<file path="src/sv/mma_pkg.sv">
`timescale 1ns / 1ps
// ----------------------------------------------------------------------------
// mma_pkg
// Shared types and constants for the MIDI message assembler.
// ----------------------------------------------------------------------------
package mma_pkg;

    localparam int SYSEX_CAPACITY_DEF = 16;

    // Result kinds
    typedef enum logic [1:0] {
        KIND_MESSAGE   = 2'd0,
        KIND_REALTIME  = 2'd1,
        KIND_SYSEX_BYTE = 2'd2,
        KIND_SYSEX_END = 2'd3
    } t_kind;

    localparam logic [7:0] BYTE_REALTIME_MIN = 8'hF8;
    localparam logic [7:0] BYTE_SYSEX_START  = 8'hF0;
    localparam logic [7:0] BYTE_SYSEX_END    = 8'hF7;
    localparam logic [3:0] HI_PROGRAM        = 4'hC;
    localparam logic [3:0] HI_PRESSURE       = 4'hD;
    localparam logic [7:0] NO_STATUS         = 8'h00;

    typedef struct packed {
        t_kind       kind;
        logic [7:0]  status_byte;
        logic [4:0]  channel_number;
        logic [6:0]  first_data;
        logic [6:0]  second_data;
        logic [31:0] message_time;
        logic [4:0]  sysex_position;
        logic        sysex_overflowed;
        logic [31:0] session_begin_time;
    } t_result;

    // Channel number shown for a status byte: low nibble plus one
    function automatic logic [4:0] chan_of(input logic [7:0] status);
        chan_of = {1'b0, status[3:0]} + 5'd1;
    endfunction

endpackage

</file>
<file path="src/sv/midi_message_assembler.sv">
`timescale 1ns / 1ps
// ----------------------------------------------------------------------------
// midi_message_assembler
// Assembles timestamped MIDI bytes into messages with running status.
// ----------------------------------------------------------------------------
//  Channel   Direction  Handshake           Payload
//  -------   ---------  ------------------  ----------------------------------
//  input     in         i_valid / o_stall   i_cmd, i_byte_value, i_arrival_time
//  result    out        o_valid / i_stall   o_kind .. o_session_begin_time
//
//  One word is taken every cycle while o_stall is low; its result (if any) is
//  registered into the output register, or into the skid register if the output
//  is held. All assembly state updates in the accepting cycle, so back-to-back
//  words see each other's effect with no bubble. A two-entry output (main register
//  plus skid register) decouples the sides: o_stall rises only when the skid
//  register is occupied, and is registered. Reset (synchronous, active low)
//  clears all assembly and session state and empties both output registers.
// ----------------------------------------------------------------------------
module midi_message_assembler #(
    parameter int SYSEX_CAPACITY = mma_pkg::SYSEX_CAPACITY_DEF
) (
    input  logic        i_clk,
    input  logic        i_rst_n,
    // input channel
    input  logic        i_valid,
    output logic        o_stall,
    input  logic        i_cmd,
    input  logic [7:0]  i_byte_value,
    input  logic [31:0] i_arrival_time,
    // result channel
    output logic        o_valid,
    input  logic        i_stall,
    output logic [1:0]  o_kind,
    output logic [7:0]  o_status_byte,
    output logic [4:0]  o_channel_number,
    output logic [6:0]  o_first_data,
    output logic [6:0]  o_second_data,
    output logic [31:0] o_message_time,
    output logic [4:0]  o_sysex_position,
    output logic        o_sysex_overflowed,
    output logic [31:0] o_session_begin_time
);
    import mma_pkg::*;

    // Sysex counter must hold the capacity itself
    localparam int CNT_W = $clog2(SYSEX_CAPACITY + 1);
    localparam logic [CNT_W-1:0] CAP = CNT_W'(SYSEX_CAPACITY);

    // Assembly state
    logic [7:0]       r_running, n_running;
    logic             r_data_count, n_data_count;
    logic [6:0]       r_held, n_held;
    logic [31:0]      r_status_time, n_status_time;
    logic             r_in_excl, n_in_excl;
    logic [CNT_W-1:0] r_excl_count, n_excl_count;
    logic             r_excl_ovf, n_excl_ovf;
    logic             r_session_active, n_session_active;
    logic [31:0]      r_session_stamp, n_session_stamp;

    // Output registers
    logic    r_out_valid, r_skid_valid;
    t_result r_out, r_skid;

    logic    in_acc, out_take, res_valid;
    t_result res;
    logic [CNT_W+4:0] count_ext;
    logic             one_byte;

    assign in_acc    = i_valid && !r_skid_valid;
    assign out_take  = r_out_valid && !i_stall;
    assign count_ext = (CNT_W+5)'(r_excl_count);
    assign one_byte  = (r_running[7:4] == HI_PROGRAM) || (r_running[7:4] == HI_PRESSURE);

    // Next state and result for the word on the input
    always_comb begin
        n_running        = r_running;
        n_data_count     = r_data_count;
        n_held           = r_held;
        n_status_time    = r_status_time;
        n_in_excl        = r_in_excl;
        n_excl_count     = r_excl_count;
        n_excl_ovf       = r_excl_ovf;
        n_session_active = r_session_active;
        n_session_stamp  = r_session_stamp;
        res_valid        = 1'b0;
        res              = '0;
        res.session_begin_time = r_session_stamp;

        if (in_acc) begin
            if (i_cmd) begin
                // end the session, keep everything else
                n_session_active = 1'b0;
            end else if (i_byte_value >= BYTE_REALTIME_MIN) begin
                // real-time: pass straight through
                res_valid          = 1'b1;
                res.kind           = KIND_REALTIME;
                res.status_byte    = i_byte_value;
                res.channel_number = chan_of(i_byte_value);
                res.message_time   = i_arrival_time;
            end else if (i_byte_value[7]) begin
                // any other status: note its time, open a session if needed
                n_status_time = i_arrival_time;
                n_data_count  = 1'b0;
                if (!r_session_active) begin
                    n_session_active = 1'b1;
                    n_session_stamp  = i_arrival_time;
                end
                if (i_byte_value == BYTE_SYSEX_START) begin
                    n_running    = NO_STATUS;
                    n_in_excl    = 1'b1;
                    n_excl_count = '0;
                    n_excl_ovf   = 1'b0;
                end else if (i_byte_value == BYTE_SYSEX_END) begin
                    n_running = NO_STATUS;
                    n_in_excl = 1'b0;
                    if (r_in_excl) begin
                        res_valid              = 1'b1;
                        res.kind               = KIND_SYSEX_END;
                        res.status_byte        = BYTE_SYSEX_END;
                        res.channel_number     = chan_of(BYTE_SYSEX_END);
                        res.message_time       = r_status_time;
                        res.sysex_position     = count_ext[4:0];
                        res.sysex_overflowed   = r_excl_ovf;
                        res.session_begin_time = n_session_stamp;
                    end
                end else begin
                    // abandon any sysex, take the new running status
                    n_in_excl = 1'b0;
                    n_running = i_byte_value;
                end
            end else if (r_in_excl) begin
                // sysex data: report while room, else flag the drop
                if (r_excl_count < CAP) begin
                    res_valid          = 1'b1;
                    res.kind           = KIND_SYSEX_BYTE;
                    res.status_byte    = BYTE_SYSEX_START;
                    res.channel_number = chan_of(BYTE_SYSEX_START);
                    res.first_data     = i_byte_value[6:0];
                    res.message_time   = r_status_time;
                    res.sysex_position = count_ext[4:0];
                    n_excl_count       = r_excl_count + CNT_W'(1);
                end else begin
                    n_excl_ovf = 1'b1;
                end
            end else if (r_running != NO_STATUS) begin
                res.kind           = KIND_MESSAGE;
                res.status_byte    = r_running;
                res.channel_number = chan_of(r_running);
                res.message_time   = r_status_time;
                if (one_byte) begin
                    n_data_count   = 1'b0;
                    res_valid      = 1'b1;
                    res.first_data = i_byte_value[6:0];
                end else if (!r_data_count) begin
                    // hold the first data byte until its partner arrives
                    n_held       = i_byte_value[6:0];
                    n_data_count = 1'b1;
                end else begin
                    n_data_count    = 1'b0;
                    res_valid       = 1'b1;
                    res.first_data  = r_held;
                    res.second_data = i_byte_value[6:0];
                end
            end
        end
    end

    // Assembly state register
    always_ff @(posedge i_clk) begin
        if (!i_rst_n) begin
            r_running        <= NO_STATUS;
            r_data_count     <= 1'b0;
            r_held           <= '0;
            r_status_time    <= '0;
            r_in_excl        <= 1'b0;
            r_excl_count     <= '0;
            r_excl_ovf       <= 1'b0;
            r_session_active <= 1'b0;
            r_session_stamp  <= '0;
        end else begin
            r_running        <= n_running;
            r_data_count     <= n_data_count;
            r_held           <= n_held;
            r_status_time    <= n_status_time;
            r_in_excl        <= n_in_excl;
            r_excl_count     <= n_excl_count;
            r_excl_ovf       <= n_excl_ovf;
            r_session_active <= n_session_active;
            r_session_stamp  <= n_session_stamp;
        end
    end

    // Output and skid control
    always_ff @(posedge i_clk) begin
        if (!i_rst_n) begin
            r_out_valid  <= 1'b0;
            r_skid_valid <= 1'b0;
        end else if (r_skid_valid) begin
            // no new word while skid is full: drain it into the output
            if (out_take) begin
                r_out_valid  <= 1'b1;
                r_skid_valid <= 1'b0;
            end
        end else if (res_valid) begin
            if (!r_out_valid || out_take) begin
                r_out_valid <= 1'b1;
            end else begin
                r_skid_valid <= 1'b1;
            end
        end else if (out_take) begin
            r_out_valid <= 1'b0;
        end
    end

    // Output and skid payload
    always_ff @(posedge i_clk) begin
        if (r_skid_valid) begin
            if (out_take) begin
                r_out <= r_skid;
            end
        end else if (res_valid) begin
            if (!r_out_valid || out_take) begin
                r_out <= res;
            end else begin
                r_skid <= res;
            end
        end
    end

    assign o_stall              = r_skid_valid;
    assign o_valid              = r_out_valid;
    assign o_kind               = r_out.kind;
    assign o_status_byte        = r_out.status_byte;
    assign o_channel_number     = r_out.channel_number;
    assign o_first_data         = r_out.first_data;
    assign o_second_data        = r_out.second_data;
    assign o_message_time       = r_out.message_time;
    assign o_sysex_position     = r_out.sysex_position;
    assign o_sysex_overflowed   = r_out.sysex_overflowed;
    assign o_session_begin_time = r_out.session_begin_time;

endmodule
</file>
<file path="config.mk">
export PLATFORM = sky130hd
export DESIGN_NAME = midi_message_assembler
export DESIGN_NICKNAME = d
export VERILOG_FILES = /design/src/sv/mma_pkg.sv /design/src/sv/midi_message_assembler.sv
export SDC_FILE = /design/constraint.sdc
export NUM_CORES = 1
export LEC_CHECK = 0
export BUFFER_PORTS_ARGS = -buffer_cell sky130_fd_sc_hd__buf_4
export CORE_MARGIN = 2
export CORE_UTILIZATION = 34
export CTS_CLUSTER_SIZE = 8
export DETAILED_ROUTE_END_ITERATION = 10
export GPL_TIMING_DRIVEN = 0
export PLACE_DENSITY = 0.61
export SYNTH_ARGS = -nofsm -noshare
export SYNTH_HDL_FRONTEND = slang
export SYNTH_SLANG_ARGS = --single-unit
</file>
<file path="constraint.sdc">
create_clock -name i_clk -period 15.53 [get_ports i_clk]
set_input_delay 3.106 -clock i_clk [delete_from_list [all_inputs] [get_ports i_clk]]
set_output_delay 3.106 -clock i_clk [all_outputs]
set_load 0.01 [all_outputs]
</file>
==> results of run 1 <==
[layer usage]
metal	part of all wire (%)	up-vias
li1	-	4383
met1	44	4566
met2	47	325
met3	6.3	69
met4	2.6	0
met5	0	-
[cell usage after synthesis (2+ instances only)]
master     number  area [um^2]
and3_1          8        50.05
a21o_1         13        97.59
o311ai_0        6        52.55
nor3_1          6        30.03
edfxtp_1      198         5946
nand4_1         2        12.51
mux2_4          7        105.1
nor2b_1         5        31.28
a221o_1         7        70.07
a32oi_1         3        26.28
a221oi_1        4        35.03
dfxtp_1        90         1802
nand2_1       248        930.9
buf_2          18        90.09
nor4b_2         2        30.03
a21oi_1        79        395.4
o21a_1          3        22.52
and4_1          3        26.28
buf_4           4        30.03
mux2i_1         8        80.08
ha_1            5        62.56
inv_2           2        7.510
buf_6           4        45.04
clkbuf_1       54        202.7
a211oi_1        5        37.54
a21boi_0        2        15.01
a22oi_1         5        37.54
inv_1          15        56.30
o21ai_0        25        125.1
and2_1         17        106.4
or4_1           2        15.01
o2111ai_1      32        280.3
nand3_1        73        365.4
nor2_1         28        105.1
xor2_1          2        17.52
a22o_1         22        192.7
o31ai_1         4        30.03
mux2_2         33        371.6
a31oi_1         9        56.30
[power breakdown]
part           switching (mW)  leakage [nW]  internal, mW
clock                   0.326         0.561         0.497
combinational          0.0533          2.67        0.0269
sequential            0.00479          2.44         0.822
total                   0.384          5.67          1.35
[flip-flops by register name, summed over array words and instances (netlist names)]
register and count:
r_excl_ovf 1, r_in_excl 1, r_running 8, r_data_count 1, r_session_stamp 32, o_sysex_overflowed 1, o_channel_number 5, o_second_data 7
o_stall 1, r_status_time 32, o_session_begin_time 32, r_session_active 1, o_kind 2, o_message_time 32, r_held 7, r_skid 99
o_first_data 7, o_sysex_position 5, o_valid 1, r_excl_count 5, o_status_byte 8
[worst paths after layout]
kind | cells past startpoint | slack, ps | start | end
worst min-delay path | 2 | 450 | r_session_stamp[31] | r_session_stamp[31]
worst min register to register | 2 | 450 | r_session_stamp[31] | r_session_stamp[31]
worst max register to register | 8 | 11590 | r_in_excl | r_skid[41]
worst max-delay path | 9 | 9160 | i_byte_value[3] | r_skid[41]
[cell type report]
| class | instances | area (um^2) | share of cell area (%) |
|---|---|---|---|
| buffer | 80 | 367.9 | 2.404 |
| inverter | 17 | 63.81 | 0.4170 |
| clock inverter | 3 | 41.29 | 0.2698 |
| sequential | 288 | 7747 | 50.63 |
| clock buffer | 73 | 1146 | 7.489 |
| tap | 461 | 576.8 | 3.769 |
| timing repair buffer | 151 | 1249 | 8.160 |
| multi-input combinational | 696 | 4111 | 26.87 |
[logic make-up after synthesis]
family                     share of synthesized area (%)
DFF                                                63.16
muxes                                              4.539
adders and majority gates                         0.5100
buffers and inverters                              3.519
and+or+nand+nor                                    14.87
xor gates and xnor gates                          0.2143
AOI/OAI and AO/OA                                  13.18
[cells in the final DEF (no fill, tap or decap), types with 8 or more instances in the layout]
master	n
a21o_1	13
a21oi_1	79
a22o_1	22
a31oi_1	9
and2_1	17
and3_1	8
buf_2	18
buf_4	146
clkbuf_1	86
clkbuf_16	41
dfxtp_1	90
edfxtp_1	198
inv_1	15
mux2_2	33
mux2i_1	8
nand2_1	248
nand3_1	73
nor2_1	27
o2111ai_1	32
o21ai_0	25
[critical path, cell delays in order]
cell,delay [ps]
buf_4,120
buf_2,210
nand4b_1,300
nor3_1,930
o41ai_1,430
nor2_4,750
buf_12,300
buf_16,200
buf_12,200
[metrics by stage]
step / instance area, um^2 / util [%]
floorplan: 12270 / -
global placement: 13910 / 39.10
detailed placement: 14120 / 39.69
CTS: 15300 / 43.02
global route: 15300 / 43.02
finish: 15300 / 43.02
==> summary.md, run 1 <==
| Metric | Value |
|---|---|
| CTS Sinks | `288` |
| Hold Vio Cnt, Final | `0` |
| Relative slew slack | `21.93%` |
| Final min period | `6365 ps` |
| Post-route ant nets | `0` |
| Number of remaining DRC errors | `0` |
| Yosys Warn Count | `0` |
| WL final | `35,130 um` |
| Post-synth cell types | `67` |
| CTS Buf Count | `41` |
| CP arrival | `6590 ps` |
| Global routing's busiest layer | `met2` |
| Drt first-iter violations | `790` |
| Setup WS post-layout | `9165 ps` |
| Critical path class | `in -> reg` |
| Pre-CTS setup slack | `8683 ps` |
| Worst Clk Skew | `20.74 ps` |
| Setup TNS | `0 ps` |
| CTS Hold Bufs | `0` |
| Clk root buf | `clkbuf_16` |
| Worst-skew pair later-pin latency | `530 ps` |
| Inserted Diodes | `0` |
| Final Cycle Share | `40.99%` |
| Met1 global-route usage | `25.29%` |
| Resized cells post-CTS | `0` |
| Post-detailed-route wirelength per cell | `19.86 um` |
| Asr flop ratio synth | `0%` |
| Worst Hold Margin | `450.8 ps` |
| Top_reg_cell synth | `edfxtp_1` |
| Max Slew Vio Count | `0` |
| Die height | `193.9 um` |
| All-layer global routing usage | `18.38%` |
| Post-Syn Instances | `1,081` |
| Starting density of the core | `34.48%` |
| Power density cells | `113.1 nW/um^2` |
| Static leakage | `5.666 nW` |
| Nets | `1,325` |
| Worst hold-check path type | `reg -> reg` |
| Met2 usage | `29.62%` |
| # IOs | `146` |
| Non-Filler Instances | `1,769` |
| IO Port Bufs | `142` |
| Syn Nets | `1,131` |
| Worst-path clk slew | `50 ps` |
| H-tree depth | `2` |
| Setup bufs post-CTS | `0` |
| Yosys reg bits | `288` |
| CTS tree | `built` |
| Placeable core area | `35,570 um^2` |
| Fraction of layout cells with a size suffix above 1 | `21.10%` |
| Unrepaired setup endpoints after global routing | `no` |
| CP required | `15,750 ps` |
| Cells after DPL | `1,693` |
| VDD IR max | `0.00006438 V` |
| Mapped Avg Cell Area | `11.35 um^2` |
| Drt pass-1 iters | `5` |
| Largest net degree at the start of global routing | `30` |
| Clock buffer depth | `3` |
| Status | `finished clean` |
| First-pass GRT wire length | `54,020 um` |
| Die width | `193.9 um` |
| Die area | `37,610 um^2` |
| Total number of vias | `9,343` |
| FILL cells | `3,404` |
| Area of the mapped netlist | `12,270 um^2` |
| CP Capture Type | `register` |
| Area delta synth->final | `24.77%` |
| Met3 Track Usage GR | `3.131%` |
| Number of flops mapped to enable cells by yosys | `198` |
| Max-cap violations | `0` |
| Sequential fraction of the synthesis area | `63.16%` |
| Number of cell rows | `69` |
| Crit start category | `input pin` |
| Final setup fails | `0` |
| Total grt overflow | `0` |
| Vias in the first global route | `9,202` |
| Initial antenna violation count | `0` |
| Via density | `5.282` |
| Least-Margin Pin Slew | `1156 ps` |
| Fmax | `0.1571 GHz` |
| Power Total | `1.731 mW` |
| Max Fanout on Critical Path | `29` |
| Post-DP HPWL | `24,770 um` |
| RePlAce Congestion | `0.8626` |
Power figures use the tool's default switching activity.
==> run 2, diff against run 1 <==
==> constraint.sdc (replaced) <==
create_clock -name i_clk -period 6.2 [get_ports i_clk]
set_input_delay 1.24 -clock i_clk [delete_from_list [all_inputs] [get_ports i_clk]]
set_output_delay 1.24 -clock i_clk [all_outputs]
set_load 0.01 [all_outputs]
==> summary.md, run 2 (synthesized netlist as in run 1, its figures left out) <==
| Metric | Value |
|---|---|
| CTS tree | `built` |
| Post-detailed-route wirelength per cell | `20.03 um` |
| Max Fanout on Critical Path | `26` |
| Power density cells | `286.7 nW/um^2` |
| Nets | `1,327` |
| Starting density of the core | `34.48%` |
| Setup bufs post-CTS | `0` |
| Status | `finished clean` |
| Total number of vias | `9,328` |
| Placeable core area | `35,570 um^2` |
| Post-DP HPWL | `25,000 um` |
| Clock buffer depth | `3` |
| RePlAce Congestion | `0.8638` |
| Hold path depth | `2` |
| Critical path's top delay family | `simple AND/OR/NAND/NOR gates` |
| CTS Sinks | `288` |
| Initial antenna violation count | `0` |
| Max-cap violations | `0` |
| Dpl cell area | `14,140 um^2` |
| Total grt overflow | `0` |
| Least-Margin Pin Slew | `1298 ps` |
| Die width | `193.9 um` |
| Area delta synth->final | `25.38%` |
| Commonest non-fill, non-tap cell in the layout | `nand2_1` |
| Largest Register | `r_skid` |
| Crit start category | `input pin` |
| Non-Filler Instances | `1,772` |
| Post-route ant nets | `0` |
| CTS Buf Count | `42` |
| Unrepaired setup endpoints after global routing | `no` |
| Final min period | `4140 ps` |
| CP cell instances | `buf_4 -> buf_2 -> nand4b_1 -> nor3_1 -> o41ai_1 -> nor2_4 -> buf_16 -> buf_12 -> buf_16` |
| Final setup fails | `0` |
| CP Capture Type | `register` |
| Reg2reg path depth | `8` |
| Number of cell rows | `69` |
| Hold Vio Cnt, Final | `0` |
| Number of remaining DRC errors | `0` |
| Worst-path clk slew | `50 ps` |
| Inserted Diodes | `0` |
| Critical Path Most Common Cell | `buf_16` |
| Fraction of layout cells with a size suffix above 1 | `21.36%` |
| Clk root buf | `clkbuf_16` |
| Critical path class | `in -> reg` |
| Via density | `5.264` |
| FILL cells | `3,392` |
| Relative slew slack | `12.35%` |
| Design area | `15,380 um^2` |
| CTS Hold Bufs | `0` |
| CP arrival | `4360 ps` |
| IO Port Bufs | `142` |
| Largest net degree at the start of global routing | `27` |
| Die height | `193.9 um` |
| H-tree depth | `2` |
| Static leakage | `5.705 nW` |
| Most frequent cells in the layout | `nand2_1 (248), edfxtp_1 (198), buf_4 (146)` |
| Max Slew Vio Count | `0` |
| All-layer global routing usage | `18.46%` |
| Crit path buf inv count | `5` |
| WL final | `35,490 um` |
| VDD IR max | `0.0001861 V` |
| Slowest Stage Delay on Critical Path | `810 ps` |
| Fmax | `0.2415 GHz` |
| Worst Clk Skew | `23.14 ps` |
| Final Cycle Share | `66.78%` |
| First-pass GRT wire length | `54,290 um` |
| Slowest CP cell | `nor3_1` |
| Drt pass-1 iters | `5` |
| Resized cells post-CTS | `0` |
| Worst-skew pair later-pin latency | `540 ps` |
| Vias in the first global route | `9,242` |
| Drt first-iter violations | `598` |
| WP depth | `9` |
| Max reg flops | `99` |
| Worst hold-check path type | `reg -> reg` |
| Cells after DPL | `1,694` |
| Die area | `37,610 um^2` |
| # IOs | `146` |
| CP required | `6420 ps` |
## run 2: power breakdown
part	total (mW)	switching, mW	internal, mW
combinational	0.200	0.133	0.0671
clock	2.14	0.827	1.31
sequential	2.07	0.0122	2.06
total	4.41	0.973	3.44
## run 2: cell type report
type                    instances  area (um^2)  area share (%)
plain buffers                  80        367.9           2.392
clock buffers                  75         1206           7.843
clock inverters                 3        33.78          0.2197
inverters                      17        63.81          0.4149
multi-input cells             696         4111           26.73
flip-flops and latches        288         7747           50.38
well taps                     461        576.8           3.751
repair buffers                152         1271           8.266
## run 2: tightest hold or removal path, stage by stage, from the launching register on
cell	delay, ps
dfxtp_1	300
nand2_1	50
a21oi_1	50
## run 2: final timing paths
check                                         start             endpoint  slack (ps)
worst min-delay path            r_session_stamp[23]  r_session_stamp[23]         450
worst max-delay path                i_byte_value[3]           r_skid[87]        2060
worst min register to register  r_session_stamp[23]  r_session_stamp[23]         450
worst max register to register            r_in_excl           r_skid[87]        2660
## run 2: stage by stage
stage / total power, mW / TNS, ps / hold slack, ps / util, % / setup slack [ps]
after floorplan: 2.215 / 0 / 432.3 / - / 793.8
after global placement: 2.303 / -266750 / 439.2 / 39.16 / -1360
after detailed placement: 2.307 / 0 / 446.8 / 39.75 / 1599
after CTS: 4.448 / 0 / 453.4 / 43.24 / 2113
after global routing: 4.554 / 0 / 469.2 / 43.24 / 1915
final: 4.409 / 0 / 452.2 / 43.24 / 2060
## run 2: metal layers
layer / part of all wire (%) / global-route usage, %
met5: 0 / 0
met1: 44 / 24.46
met3: 6.2 / 3.688
met2: 47 / 30.13
met4: 3.2 / 6.566
